==> config.mk <==
export PLATFORM = sky130hd
export DESIGN_NAME = flash_page_write_splitter_core
export DESIGN_NICKNAME = d
export VERILOG_FILES = /design/src/rtl/fpws_pkg.sv /design/src/rtl/fpws_dp.sv /design/src/rtl/fpws_ctrl.sv /design/src/rtl/flash_page_write_splitter_core.sv
export SDC_FILE = /design/constraint.sdc
export NUM_CORES = 1
export LEC_CHECK = 0
export ABC_AREA = 1
export BUFFER_PORTS_ARGS = -buffer_cell sky130_fd_sc_hd__buf_2
export CORE_ASPECT_RATIO = 1.25
export CORE_MARGIN = 4
export CORE_UTILIZATION = 58
export DETAILED_ROUTE_END_ITERATION = 7
export HOLD_SLACK_MARGIN = 0.1
export MAX_ROUTING_LAYER = met4
export PLACE_DENSITY = 0.86
export SYNTH_ARGS = -nofsm -noshare
export SYNTH_HDL_FRONTEND = slang
export SYNTH_HIERARCHICAL = 1
export SYNTH_SLANG_ARGS = --single-unit
==> constraint.sdc <==
create_clock -name clk -period 5.4 [get_ports clk]
set_input_delay 1.08 -clock clk [delete_from_list [all_inputs] [get_ports clk]]
set_output_delay 1.08 -clock clk [all_outputs]
set_load 0.02 [all_outputs]
==> src/rtl/fpws_pkg.sv <==
// Package for the flash page write splitter.
// Holds field widths, page geometry and the controller/datapath interface types.
// No dependencies.
package fpws_pkg;

	localparam int ADDR_W    = 24;
	localparam int COUNT_W   = 14;
	localparam int LEN_W     = 9;
	localparam int PAGE_SIZE = 256;
	localparam int MAX_BYTES = 8192;
	localparam int PAGE_BITS = $clog2(PAGE_SIZE);
	localparam int ROOM_W    = PAGE_BITS + 1;

	typedef enum logic [1:0] {
		ST_IDLE = 2'b01,
		ST_RUN  = 2'b10
	} state_t;

	typedef struct packed {
		logic load;
		logic step;
	} cmd_t;

	typedef struct packed {
		logic count_zero;
		logic final_chunk;
	} stat_t;

endpackage

==> src/rtl/fpws_dp.sv <==
// Datapath of the flash page write splitter: address and remaining-count
// registers, page room and chunk length, chunk output registers.
// Depends on fpws_pkg.
module fpws_dp (
	input  logic                          clk,
	input  logic [fpws_pkg::ADDR_W-1:0]   start_address,
	input  logic [fpws_pkg::COUNT_W-1:0]  byte_count,
	input  fpws_pkg::cmd_t                cmd,
	output fpws_pkg::stat_t               stat,
	output logic [fpws_pkg::ADDR_W-1:0]   chunk_address,
	output logic [fpws_pkg::LEN_W-1:0]    chunk_length,
	output logic                          last_chunk
);

	localparam logic [fpws_pkg::COUNT_W-1:0] MaxCount = fpws_pkg::COUNT_W'(fpws_pkg::MAX_BYTES);
	localparam logic [fpws_pkg::ROOM_W-1:0]  PageRoom = fpws_pkg::ROOM_W'(fpws_pkg::PAGE_SIZE);

	logic [fpws_pkg::ADDR_W-1:0]  addr_q;
	logic [fpws_pkg::COUNT_W-1:0] rem_q;
	logic [fpws_pkg::COUNT_W-1:0] count_sat;
	logic [fpws_pkg::ROOM_W-1:0]  room;
	logic [fpws_pkg::COUNT_W-1:0] room_ext;
	logic [fpws_pkg::COUNT_W-1:0] len_full;
	logic [fpws_pkg::LEN_W-1:0]   len;
	logic [fpws_pkg::ADDR_W-1:0]  chunk_address_q;
	logic [fpws_pkg::LEN_W-1:0]   chunk_length_q;
	logic                         last_q;

	always_comb begin
		count_sat = (byte_count > MaxCount) ? MaxCount : byte_count;
		room      = PageRoom - {1'b0, addr_q[fpws_pkg::PAGE_BITS-1:0]};
		room_ext  = fpws_pkg::COUNT_W'(room);
		len_full  = (rem_q < room_ext) ? rem_q : room_ext;
		len       = fpws_pkg::LEN_W'(len_full);
		stat.count_zero  = (byte_count == '0);
		stat.final_chunk = (rem_q <= room_ext);
	end

	always_ff @(posedge clk) begin
		if (cmd.load) begin
			addr_q <= start_address;
			rem_q  <= count_sat;
		end else if (cmd.step) begin
			addr_q <= addr_q + fpws_pkg::ADDR_W'(len);
			rem_q  <= rem_q - len_full;
		end
		if (cmd.step) begin
			chunk_address_q <= addr_q;
			chunk_length_q  <= len;
			last_q          <= stat.final_chunk;
		end
	end

	assign chunk_address = chunk_address_q;
	assign chunk_length  = chunk_length_q;
	assign last_chunk    = last_q;

endmodule

==> src/rtl/fpws_ctrl.sv <==
// Controller of the flash page write splitter: request acceptance,
// chunk sequencing and the output valid register.
// Depends on fpws_pkg.
module fpws_ctrl (
	input  logic             clk,
	input  logic             arst_n,
	input  logic             req_valid,
	output logic             req_ready,
	output logic             chunk_valid,
	input  logic             chunk_ready,
	input  fpws_pkg::stat_t  stat,
	output fpws_pkg::cmd_t   cmd
);

	fpws_pkg::state_t state_q;
	logic             out_valid_q;

	always_comb begin
		req_ready = (state_q == fpws_pkg::ST_IDLE);
		cmd.load  = req_ready && req_valid;
		cmd.step  = (state_q == fpws_pkg::ST_RUN) && (!out_valid_q || chunk_ready);
	end

	always_ff @(posedge clk or negedge arst_n) begin
		if (!arst_n) begin
			state_q     <= fpws_pkg::ST_IDLE;
			out_valid_q <= 1'b0;
		end else begin
			unique case (state_q)
				fpws_pkg::ST_IDLE: begin
					if (cmd.load && !stat.count_zero) begin
						state_q <= fpws_pkg::ST_RUN;
					end
				end
				fpws_pkg::ST_RUN: begin
					if (cmd.step && stat.final_chunk) begin
						state_q <= fpws_pkg::ST_IDLE;
					end
				end
				default: state_q <= fpws_pkg::ST_IDLE;
			endcase
			if (cmd.step) begin
				out_valid_q <= 1'b1;
			end else if (chunk_ready) begin
				out_valid_q <= 1'b0;
			end
		end
	end

	assign chunk_valid = out_valid_q;

	a_load_starts: assert property (@(posedge clk) disable iff (!arst_n)
		cmd.load && !stat.count_zero |=> state_q == fpws_pkg::ST_RUN)
		else $error("nonzero request did not start chunking");

	a_final_ends: assert property (@(posedge clk) disable iff (!arst_n)
		cmd.step && stat.final_chunk |=> state_q == fpws_pkg::ST_IDLE && out_valid_q)
		else $error("final chunk did not return to idle with a chunk pending");

	a_step_runs: assert property (@(posedge clk) disable iff (!arst_n)
		cmd.step |-> state_q == fpws_pkg::ST_RUN && !cmd.load)
		else $error("step issued outside of chunking");

	a_run_holds: assert property (@(posedge clk) disable iff (!arst_n)
		state_q == fpws_pkg::ST_RUN && !cmd.step |=> state_q == fpws_pkg::ST_RUN && out_valid_q)
		else $error("chunking stopped without a final chunk");

endmodule

==> src/rtl/flash_page_write_splitter_core.sv <==
// Top level of the flash page write splitter: joins controller and datapath.
// Depends on fpws_pkg, fpws_ctrl, fpws_dp.
//
//   channel   handshake                  payload
//   request   req_valid / req_ready      start_address, byte_count
//   chunk     chunk_valid / chunk_ready  chunk_address, chunk_length, last_chunk
//
// A request is loaded, then one chunk per cycle unless a chunk stalls, set by the
// single address/remaining-count update loop: up to 33 chunks for 8192 bytes.
// A zero byte count is consumed and produces no chunk.
// The next request is taken once the final chunk sits in the output register.
// A stalled chunk holds the sequencer; reset clears state and the output valid.
module flash_page_write_splitter_core (
	input  logic                          clk,
	input  logic                          arst_n,
	input  logic                          req_valid,
	output logic                          req_ready,
	input  logic [fpws_pkg::ADDR_W-1:0]   start_address,
	input  logic [fpws_pkg::COUNT_W-1:0]  byte_count,
	output logic                          chunk_valid,
	input  logic                          chunk_ready,
	output logic [fpws_pkg::ADDR_W-1:0]   chunk_address,
	output logic [fpws_pkg::LEN_W-1:0]    chunk_length,
	output logic                          last_chunk
);

	fpws_pkg::cmd_t  cmd;
	fpws_pkg::stat_t stat;

	fpws_ctrl u_ctrl (
		.clk         (clk),
		.arst_n      (arst_n),
		.req_valid   (req_valid),
		.req_ready   (req_ready),
		.chunk_valid (chunk_valid),
		.chunk_ready (chunk_ready),
		.stat        (stat),
		.cmd         (cmd)
	);

	fpws_dp u_dp (
		.clk           (clk),
		.start_address (start_address),
		.byte_count    (byte_count),
		.cmd           (cmd),
		.stat          (stat),
		.chunk_address (chunk_address),
		.chunk_length  (chunk_length),
		.last_chunk    (last_chunk)
	);

endmodule
## Yosys cells after proc, flatten, opt, wreduce, memory -nomap -nowiden

Index checks and enable logic that the tools add are counted.

| storage, ports and cells | value |
|---|---|
| flip-flop bits (word level) | 75 |
| bits of input ports | 42 |
| output and inout port bits | 36 |
| word-level logic and storage cells | 39 |

| operators by class | value |
|---|---|
| $add $sub $neg | 3 |
| $lt $le $gt $ge | 3 |
| equality and inequality tests | 4 |
| multiplexer cells | 11 |
| reductions and logical operators | 11 |

Operator list:

| kind | number |
|---|---|
| two-way mux 14 bit | 4 |
| two-way mux 24 bit | 2 |
| adder 24 x 9 -> 24 bit | 1 |
| > comparator 14 bit, second input constant | 1 |
| less-or-equal comparator 14 x 9 -> 1 bit | 1 |
| logical NOT 14 bit | 1 |
| < comparator 14 x 9 -> 1 bit | 1 |
| subtractor 14 bit | 1 |
| subtractor 9 x 8 -> 9 bit, first input constant | 1 |
| logical AND 1 bit | 4 |
| two-way mux 2 bit | 2 |
| case mux 2 bit (2 select lines) | 1 |
| nonzero test 2 bit | 2 |
| equality test 2 x 1 -> 1 bit, second input constant | 1 |
| equality test 2 bit, second input constant | 1 |
| logical NOT 1 bit | 2 |
| two-way mux 1 bit | 2 |
| != test 2 x 1 -> 1 bit, second input constant | 1 |
| != test 2 bit, second input constant | 1 |
| AND reduction 2 bit | 1 |
| logical OR 1 bit | 1 |

## Logic depth before layout (Yosys ltp)

Gate-level depths: netlist of the first run.

| logic depth | value |
|---|---|
| depth after elaboration | 6 |
| gate-level depth with buffers | 29 |
| depth with buffers taken out | 28 |

## Cells and area by module

The synthesis of the first run kept the hierarchy.

Modules (own cells, without submodules):

| module | times used | cells each | area each (sq um) | sequential area each (sq um) |
|---|---|---|---|---|
| fpws_dp | 1 | 601 | 4757.1 | 2162.1 |
| fpws_ctrl | 1 | 22 | 166.4 | 76.3 |

## Worst setup path before layout of the first run

No wires, ideal clock.

| path | value |
|---|---|
| kind | register to register |
| start point | reg u_dp/addr_q[1] (netlist name) |
| end point | reg u_dp/addr_q[20] (netlist name) (data pin) |
| library setup time | 0.254 ns |
| data arrival time | 3.729 ns |
| data required time | 5.146 ns |
| path slack | 1.418 ns |
| cell stages (with the launch flop) | 25 |
| buffers on the path | 1 |
| clock period less this slack | 3.982 ns |
| cells stage by stage | edfxtp_1 > inv_1 > ha_1 > nand2_1 > nor2_1 > nand3_1 > or3_1 > ha_1 > nand2_2 > o21ai_0 > nor2_2 > nand2_4 > buf_8 > o21ai_0 > ha_1 > inv_1 > fa_1 > inv_1 > nand3_1 > nand3_1 > nand3_1 > nand3_1 > nand3_1 > nand3_1 > nand2_1 |

| on the way | value |
|---|---|
| cells in the longest elaborated chain, start to end | 6 |

RTL lines:

| item | RTL line | text |
|---|---|---|
| start: declaration | fpws_dp.sv:18 | `logic [fpws_pkg::ADDR_W-1:0] addr_q;` |
| start signal: assignment | fpws_dp.sv:41 | `addr_q <= start_address;` |
| start signal: assignment | fpws_dp.sv:44 | `addr_q <= addr_q + fpws_pkg::ADDR_W'(len);` |
| subtractor 9 x 8 -> 9 bit | fpws_dp.sv:31 | `room = PageRoom - {1'b0, addr_q[fpws_pkg::PAGE_BITS-1:0]};` |
| < comparator 14 x 9 -> 1 bit | fpws_dp.sv:33 | `len_full = (rem_q < room_ext) ? rem_q : room_ext;` |
| two-way mux 14 bit | fpws_dp.sv:33 |  |
| via u_dp.len_full (one bit) | fpws_dp.sv:23 | `logic [fpws_pkg::COUNT_W-1:0] len_full;` |
| adder 24 x 9 -> 24 bit | fpws_dp.sv:44 |  |
| two-way mux 24 bit | fpws_dp.sv:43 | `end else if (cmd.step) begin` |
| two-way mux 24 bit | fpws_dp.sv:40 | `if (cmd.load) begin` |

The timed path passes the listed nets, and every way through them passes these cells. The select of a mux whose other input is x is not followed.
A chain may end at the register's enable or synchronous reset.

## Worst setup path in the final report of the first run

| path | value |
|---|---|
| start point | reg u_dp/addr_q[1] (netlist name) |
| end point | reg u_dp/addr_q[18] (netlist name) (data pin) |

The elaborated chain is that of the path after synthesis.

==> out/metrics.cfg, run 1 <==
[yosys]
synth-seq-area-share_pct=45.5
ys_ff_latch=75
synth_simple_gate_area_share_pct=32.1
synth_xor_xnor_area_share_pct=1.07
synth_top_family_by_area=simple AND/OR/NAND/NOR gates
netlist_instances=623
synth.net_count=695
synth_compound_area_share_pct=5.95
yosys.area.top_type_share_pct=43.9
synthMuxAreaShare_pct=0
synthAdderAreaFrac_pct=7.93
postSynthAreaPerCell_um2=7.90
synth_area_um2=4920
synth.area.top_cells=edfxtp_1, nand2_1, ha_1, nand3_1, inv_1
ys_warn_count=6
synth.distinct_cells=36
yosysTopAreaCell=edfxtp_1

[detailed_routing]
vias_per_cell=5.42
routed_wl_mm=11.4
antenna_left=0
dr_wl_met3_um=641
drt_iter0_markers=211
wl_per_cell_um=14.2
highest_layer=met4
routed-via-count=4361
met2_length_mm=6.06
drc=0
firstDrtPassIters=5
wl_met1_mm=4.60

[timing]
maxSlewHeadroom_pct=33.8
finalSetupViolCount=0
min_period_over_period_pct=85.6
finClkSkew_ns=0.00662
worst_pin_slew_ns=0.993
fin_crit_ns=4.62
rsz0062_at_grt=no
hold_viol=0
drv_slew=0
max_clock_freq_mhz=216
setup_tns_ns=0

[global_route]
grt_pass1_vias=4318
overflow=0
grt_pass1_wl_mm=19.2
grt_max_degree=39
grt_use_total_pct=24.6
antenna_found_initial=0

[floorplan]
chipWidth_um=90.4
rows=37
io_pins=78
core_um2=8240
die_y_um=111
dieArea_um2=10000
initial_utilization_pct=59.7

[critical_path]
crit_family=simple AND/OR/NAND/NOR gates
endpoint_kind=flip-flop
cp.arrival_ns=4.73
crit_type=reg2reg
slowest_stage=edfxtp_1
slowest_delay_ns=0.43
start_kind=flip-flop
crit_top_cell=nand2_1
path_buf_inv=3
crit_required_ns=5.51
cp_max_fo=19
path_cells=inv_1, ha_1, nand2_1, nor2_1, nand3_1, or3_1, ha_1, nand2_2, o21ai_0, nor2_2, nand2_4, o21ai_0, ha_1, inv_1, fa_1, inv_1, nand2_1, nand3_1, nand2_1, nand2_1, nand3_1, nand3_1, nand2_1

[clock_tree]
cts.repair.resized=0
cts_setup_buffers=0
tritoncts=yes
cts_root_buf=clkbuf_8
cts_hold_buf=0
clkTransAtPathRegs_ns=0.08
clock_latency_ns=0.36
clock_sinks=75
htree_levels=3
cts_made_buffers=9
clk_path_buf_depth=2

[final_layout]
drive_above_1_share_pct=18.6
nets=775
final.fill_count=695
postLayoutCellArea_um2=5650
num_antenna_cells=0
area_delta_synth_final_pct=14.7
seqCellArea_um2=2240
multi_input_area_um2=2330

[hold_path]
hold_path_class=reg2reg

[place]
hpwl_mm=8.78
portBuffers=77
routabilityCongestion=0.889
placed_area_um2=5410

[power]
p_int_w=0.00221
power.total_w=0.00428
power_frac_clock_pct=12.0
combPwrFrac_pct=58.5
p_leak_nw=2.71
p_sw_w=0.00207
swShare_pct=48.3
seqPwrFrac_pct=29.5
cellPowerDensity_nw_per_um2=758
vdd_drop_max_mv=0.449

[flow_run]
maxCapViolCount=0

[status]
status=complete, no violations

-- cell usage after synthesis, drive strengths merged --
cell type  number
clkinv          1
a21oi          22
inv            84
o21ai          26
edfxtp         72
buf             3
a21o            1
o21bai          1
clkbuf          7
nand3b          6
dfrtp           2
nor3           10
nand4           8
or3             1
nor4            2
nand3          70
dfstp           1
or2             7
xor2            6
fa              2
ha             28
nor2           45
nand2         218
-- power groups by stage --
stage	logic, W	registers, W	clock network (W)
CTS	0.00249	0.00126	0.000527
finish	0.00250	0.00126	0.000515
global route	0.00287	0.00129	0.000556
floorplan	0.00182	0.00128	0
detailed placement	0.00246	0.00127	0
global placement	0.00237	0.00125	0
-- layout make-up --
| type | instances | share of cell area, % |
|---|---|---|
| multi-input cells | 453 | 41.3 |
| flip-flops and latches | 75 | 39.6 |
| repair buffers | 79 | 7.09 |
| inverters | 85 | 5.65 |
| clock buffers | 9 | 2.19 |
| well taps | 97 | 2.15 |
| clock inverters | 7 | 2.02 |
-- state kept, by name (all words and copies together), names as in the netlist --
name and flops:
u_dp/addr_q 24, u_dp/chunk_address 24, u_dp/rem_q 14, u_dp/chunk_length 9, u_ctrl/state_q 2, u_ctrl/chunk_valid 1, u_dp/last_chunk 1
-- placed cells by master, fill, tap and decap left out, types with 3 or more instances in the layout --
cell | synthesis | layout
inv_1 | 72 | 72
ha_1 | 28 | 28
nand3b_1 | 6 | 6
nand4_1 | 8 | 8
bufinv_16 | 0 | 3
nor2_2 | 3 | 3
xor2_1 | 6 | 6
clkinv_2 | 0 | 3
nand2_1 | 214 | 214
nand2_2 | 3 | 3
inv_2 | 12 | 12
nor3_1 | 9 | 9
o21ai_2 | 6 | 6
o21ai_0 | 19 | 19
edfxtp_1 | 72 | 72
nand3_1 | 70 | 70
or2_2 | 6 | 6
buf_2 | 1 | 77
nor2_1 | 41 | 40
clkbuf_8 | 0 | 9
a21oi_1 | 20 | 20
-- path summary, 6_finish.rpt --
check                                from  cells after the start                    end  slack [ns]
min in group asynchronous          arst_n                      1      u_ctrl/state_q[1]        0.50
hold / removal             u_dp/addr_q[8]                      0  u_dp/chunk_address[8]        0.49
max in group asynchronous          arst_n                      1      u_ctrl/state_q[0]        4.70
hold reg to reg            u_dp/addr_q[8]                      0  u_dp/chunk_address[8]        0.49
setup reg to reg           u_dp/addr_q[1]                     23        u_dp/addr_q[18]        0.78
setup / recovery           u_dp/addr_q[1]                     23        u_dp/addr_q[18]        0.78
-- cell families after synthesis --
kind of cell | Yosys count
AND/OR/NAND/NOR | 367
XOR/XNOR | 6
adder cells (fa/ha/maj) | 30
buffers and inverters | 95
AO/OA/AOI/OAI | 50
flip-flops | 75
-- worst register-to-register path, cell delays in order (launching register included) --
cell and delay (ns):
edfxtp_1 0.43, inv_1 0.16, ha_1 0.21, nand2_1 0.06, nor2_1 0.14, nand3_1 0.12, or3_1 0.40, ha_1 0.33
nand2_2 0.09, o21ai_0 0.10, nor2_2 0.13, nand2_4 0.17, o21ai_0 0.38, ha_1 0.29, inv_1 0.07, fa_1 0.36
inv_1 0.12, nand2_1 0.08, nand3_1 0.14, nand2_1 0.09, nand2_1 0.20, nand3_1 0.11, nand3_1 0.10, nand2_1 0.08
-- layer usage --
metal  vias to the layer above  global-route usage (%)
li1                       2213                       -
met1                      1987                    26.9
met2                       147                    44.5
met3                        14                    4.62
met4                         0                    8.27
met5                         -                       -
-- metrics by stage --
stage	setup slack, ns	utilization, %	hold WS (ns)	instances
final	0.778	68.5	0.488	805
after global routing	0.436	68.5	0.475	805
after CTS	0.794	68.5	0.487	805
after detailed placement	0.837	65.7	0.477	789
after global placement	1.08	65.7	0.452	789
after floorplan	1.42	-	0.433	623
Note: power is estimated with default switching activity, not from simulation.
==> inputs of run 2 (changes only) <==
CORE_UTILIZATION = 52   (was 58)
PLACE_DENSITY = 0.82   (was 0.86)
clock period = 4.2 ns   (was 5.4 ns; I/O delays follow)
==> out/metrics.cfg, run 2 (same netlist as run 1, synthesis figures left out) <==
[status]
status=complete, no violations

[floorplan]
chipWidth_um=95.0
io_pins=78
rows=39
initial_utilization_pct=53.7
dieArea_um2=11100
die_y_um=117
core_um2=9170

[timing]
hold_viol=0
fin_crit_ns=4.08
max_clock_freq_mhz=245
drv_slew=0
finalSetupViolCount=0
min_period_over_period_pct=97.2
worst_pin_slew_ns=1.01
finClkSkew_ns=0.00870
maxSlewHeadroom_pct=32.4

[final_layout]
num_antenna_cells=0
nets=800
final_cells=856
area_delta_synth_final_pct=26.2
layout_commonest_cell=nand2_1
layout_common_cells=nand2_1, buf_2, edfxtp_1
finish.utilization_pct=67.7
postLayoutCellArea_um2=6210
drive_above_1_share_pct=28.0

[place]
placed_area_um2=5570
portBuffers=77
placed_cells=832
hpwl_mm=9.40
routabilityCongestion=0.882

[detailed_routing]
antenna_left=0
routed_wl_mm=13.1
firstDrtPassIters=5
vias_per_cell=5.40
wl_per_cell_um=15.3
drc=0
drt_iter0_markers=283
routed-via-count=4624

[critical_path]
reg2reg_from=u_dp/addr_q[1]
crit_type=reg2reg
crit_required_ns=4.28
endpoint_kind=flip-flop
r2r_setup_slack_ns=0.12
reg2reg_to=u_dp/rem_q[10]
slowest_delay_ns=0.41
path_buf_inv=2
start_kind=flip-flop
crit_family=simple AND/OR/NAND/NOR gates
slowest_stage=edfxtp_1
cp.arrival_ns=4.17
cp_max_fo=8
path_cells=inv_2, ha_2, nand2_1, nor2_2, nand3_2, or3_4, ha_4, nand2_2, nor3_2, nand2_1, nand2_4, nand2_1, o21ai_2, ha_2, inv_1, fa_2, nand3_1, nand2_2, nand2_2, nand3_4, nand2_2, nand3_1, nand3_1, nand2_1
rr_worst_depth=24

[clock_tree]
cts_hold_buf=0
cts_made_buffers=9
htree_levels=3
tritoncts=yes
clock_sinks=75
clkTransAtPathRegs_ns=0.06
cts_root_buf=clkbuf_16
clock_latency_ns=0.34
clk_path_buf_depth=2

[global_route]
antenna_found_initial=0
overflow=0
grt_use_total_pct=24.3
grt_max_degree=41
grt_pass1_vias=4442
grt_pass1_wl_mm=20.1

[hold_path]
hold_path_class=in2async

[flow_run]
maxCapViolCount=0

## run 2: cell types whose count changed in the layout (fill, tap and decap cells not counted), moves of 9 or more
cell       delta
ha_4         +10
nand2_2      +10
buf_4        +24
nand2_1      -10
clkbuf_16     +9
ha_1         -14
clkbuf_8      -9
## run 2: through the flow
stage | hold slack (ns) | TNS (ns) | worst slack [ns]
finish | 0.285 | 0 | 0.117
global route | 0.283 | -0.376 | -0.0873
CTS | 0.286 | 0 | 0.0282
detailed placement | 0.458 | -1.32 | -0.153
global placement | 0.458 | 0 | 0.0968
floorplan | 0.433 | 0 | 0.218
## run 2: worst max path at each step
stage          cells after the start  slack (ns)      startpoint               to
2_1_floorplan                     24        0.22  u_dp/addr_q[1]  u_dp/addr_q[20]
3_3_place_gp                      25         0.1  u_dp/addr_q[1]   u_dp/addr_q[9]
3_5_place_dp                      23       -0.15  u_dp/addr_q[1]  u_dp/addr_q[22]
4_1_cts                           24        0.03  u_dp/addr_q[1]  u_dp/addr_q[22]
5_1_grt                           26       -0.09  u_dp/addr_q[0]  u_dp/addr_q[10]
6_report                          24        0.12  u_dp/addr_q[1]   u_dp/rem_q[10]
## run 2: metal layers
layer	vias up	global-route usage [%]	routed length (um)
li1	2272	-	-
met1	2166	27.4	5100
met2	156	42.3	6960
met3	30	3.96	750
met4	0	11.0	310
met5	-	-	0
## run 2: timing repair
| item | 4_1_cts | 5_1_grt |
|---|---|---|
| endpoints found under the setup margin | 20 | 26 |
| pin swaps | 3 | 11 |
| resized for setup | 8 | 56 |
| buffers inserted | 4 | 4 |
## run 2: layout make-up
cell class	count	area, um2
multi-input combinational	453	2630
inverter	85	319
tap	123	154
fill	783	2960
sequential	75	2240
clock buffer	10	229
clock inverter	6	56.3
timing repair buffer	104	592
## run 2: worst reg2reg max path, cell delays in order (launching register included)
cell and delay, ns:
edfxtp_1 0.41, inv_2 0.08, ha_2 0.19, nand2_1 0.08
nor2_2 0.16, nand3_2 0.11, or3_4 0.38, ha_4 0.28
nand2_2 0.06, nor3_2 0.19, nand2_1 0.13, nand2_4 0.13
nand2_1 0.10, o21ai_2 0.11, ha_2 0.27, inv_1 0.09
fa_2 0.35, nand3_1 0.12, nand2_2 0.08, nand2_2 0.09
nand3_4 0.09, nand2_2 0.08, nand3_1 0.07, nand3_1 0.10
nand2_1 0.08
Power of run 2 is left out: the tool's default activity adds up to more than one toggle a clock period on the data nets, which glitch-free logic cannot reach.
==> inputs of run 3 (changes only) <==
PLACE_DENSITY = 0.89   (was 0.82)
==> out/metrics.cfg, run 3 (same netlist as run 1, synthesis figures left out) <==
[status]
status=finished with violations
violations=setup timing

[global_route]
grt_max_degree=39
grt_pass1_vias=4443
grt_use_total_pct=24.1
overflow=0
grt_pass1_wl_mm=20.1
antenna_found_initial=0

[final_layout]
final.fill_count=734
nets=809
drive_above_1_share_pct=28.3
layout_commonest_cell=nand2_1
area_delta_synth_final_pct=28.3
layout_common_cells=nand2_1, buf_2, edfxtp_1
num_antenna_cells=0

[critical_path]
crit_required_ns=4.29
slowest_stage=edfxtp_1
crit_top_cell=nand2_1
rr_worst_depth=26
start_kind=flip-flop
slowest_delay_ns=0.43
endpoint_kind=flip-flop
crit_type=reg2reg
cp.arrival_ns=4.34
cp_max_fo=7

[detailed_routing]
wl_per_cell_um=15.7
routed-via-count=4725
drt_iter0_markers=309
routed_wl_mm=13.6
vias_per_cell=5.46
antenna_left=0
firstDrtPassIters=7
drc=0

[clock_tree]
clk_path_buf_depth=2
htree_levels=3
clock_sinks=75
cts_root_buf=clkbuf_16
tritoncts=yes
clkTransAtPathRegs_ns=0.06
clock_latency_ns=0.34
cts_made_buffers=9

[timing]
max_clock_freq_mhz=235
finalSetupViolCount=4
maxSlewHeadroom_pct=32.0
rsz0062_at_grt=yes
finClkSkew_ns=0.00874
setup_slack_ns=-0.0521
drv_slew=0
hold_viol=0
min_period_over_period_pct=101
worst_pin_slew_ns=1.02
fin_crit_ns=4.25

[hold_path]
hold_path_class=in2async

[floorplan]
dieArea_um2=11100
chipWidth_um=95.0
initial_utilization_pct=53.7
core_um2=9170
io_pins=78
rows=39
die_y_um=117

[place]
post-place-ws_ns=-0.112
routabilityCongestion=0.944
hpwl_mm=9.24
portBuffers=77

[flow_run]
maxCapViolCount=0

run 3: cell types whose count changed in the layout (fill, tap and decap cells not counted), moves of 3 or more:
cell / change
buf_4: +6
nand2_2: -3
nor2_2: -3
nor3_2: -3
o21ai_4: +3
run 3: worst paths after layout:
| kind | start | end | slack, ns |
|---|---|---|---|
| setup / recovery | u_dp/addr_q[1] | u_dp/addr_q[16] | -0.05 |
| hold / removal | arst_n | u_ctrl/state_q[1] | 0.28 |
| setup reg to reg | u_dp/addr_q[1] | u_dp/addr_q[16] | -0.05 |
| hold reg to reg | u_dp/addr_q[23] | u_dp/chunk_address[23] | 0.49 |
| max in group asynchronous | arst_n | u_ctrl/state_q[0] | 3.73 |
| min in group clk | u_dp/addr_q[23] | u_dp/chunk_address[23] | 0.49 |
run 3: worst max-delay path, delay by kind of cell (launching register included):
| kind | cells | cell delay, ns |
|---|---|---|
| DFF | 1 | 0.43 |
| and+or+nand+nor | 15 | 1.67 |
| buffers and inverters | 6 | 0.70 |
| adders and majority gates | 2 | 0.53 |
| AOI/OAI and AO/OA | 2 | 0.39 |
| xor gates and xnor gates | 1 | 0.24 |
run 3: area by class of cell:
class / count / area (um2) / share of cell area [%]
inverter: 85 / 319 / 5.05
tap: 123 / 154 / 2.44
clock buffer: 11 / 243 / 3.84
multi-input combinational: 454 / 2660 / 42.2
sequential: 75 / 2240 / 35.4
timing repair buffer: 112 / 668 / 10.6
clock inverter: 5 / 30.0 / 0.475
run 3: through the flow:
stage                     area [um2]  TNS (ns)  hold slack, ns  util (%)  cells
after global routing            6320     -3.26           0.270      68.8    865
final                           6320    -0.155           0.279      68.8    865
after detailed placement        5590    -0.641           0.463      61.0    835
after floorplan                 4920         0           0.433         -    623
after global placement          5590         0           0.454      61.0    835
after CTS                       5910         0           0.270      64.4    854
run 3: what timing repair did:
action	CTS	global route
hold buffers	0	0
setup endpoints to repair	7	27
resized for setup	3	63
gates cloned	0	1
pin swaps	1	24
buffers inserted	3	10
run 3: metal layers:
layer / global-route usage [%] / share of wire (%) / vias to the layer above
met5: - / 0 / -
met4: 9.14 / 3.2 / 0
met3: 4.86 / 7.6 / 40
met2: 41.1 / 51 / 227
met1: 27.9 / 38 / 2178
li1: - / - / 2280
Power of run 3 is left out for the same reason.
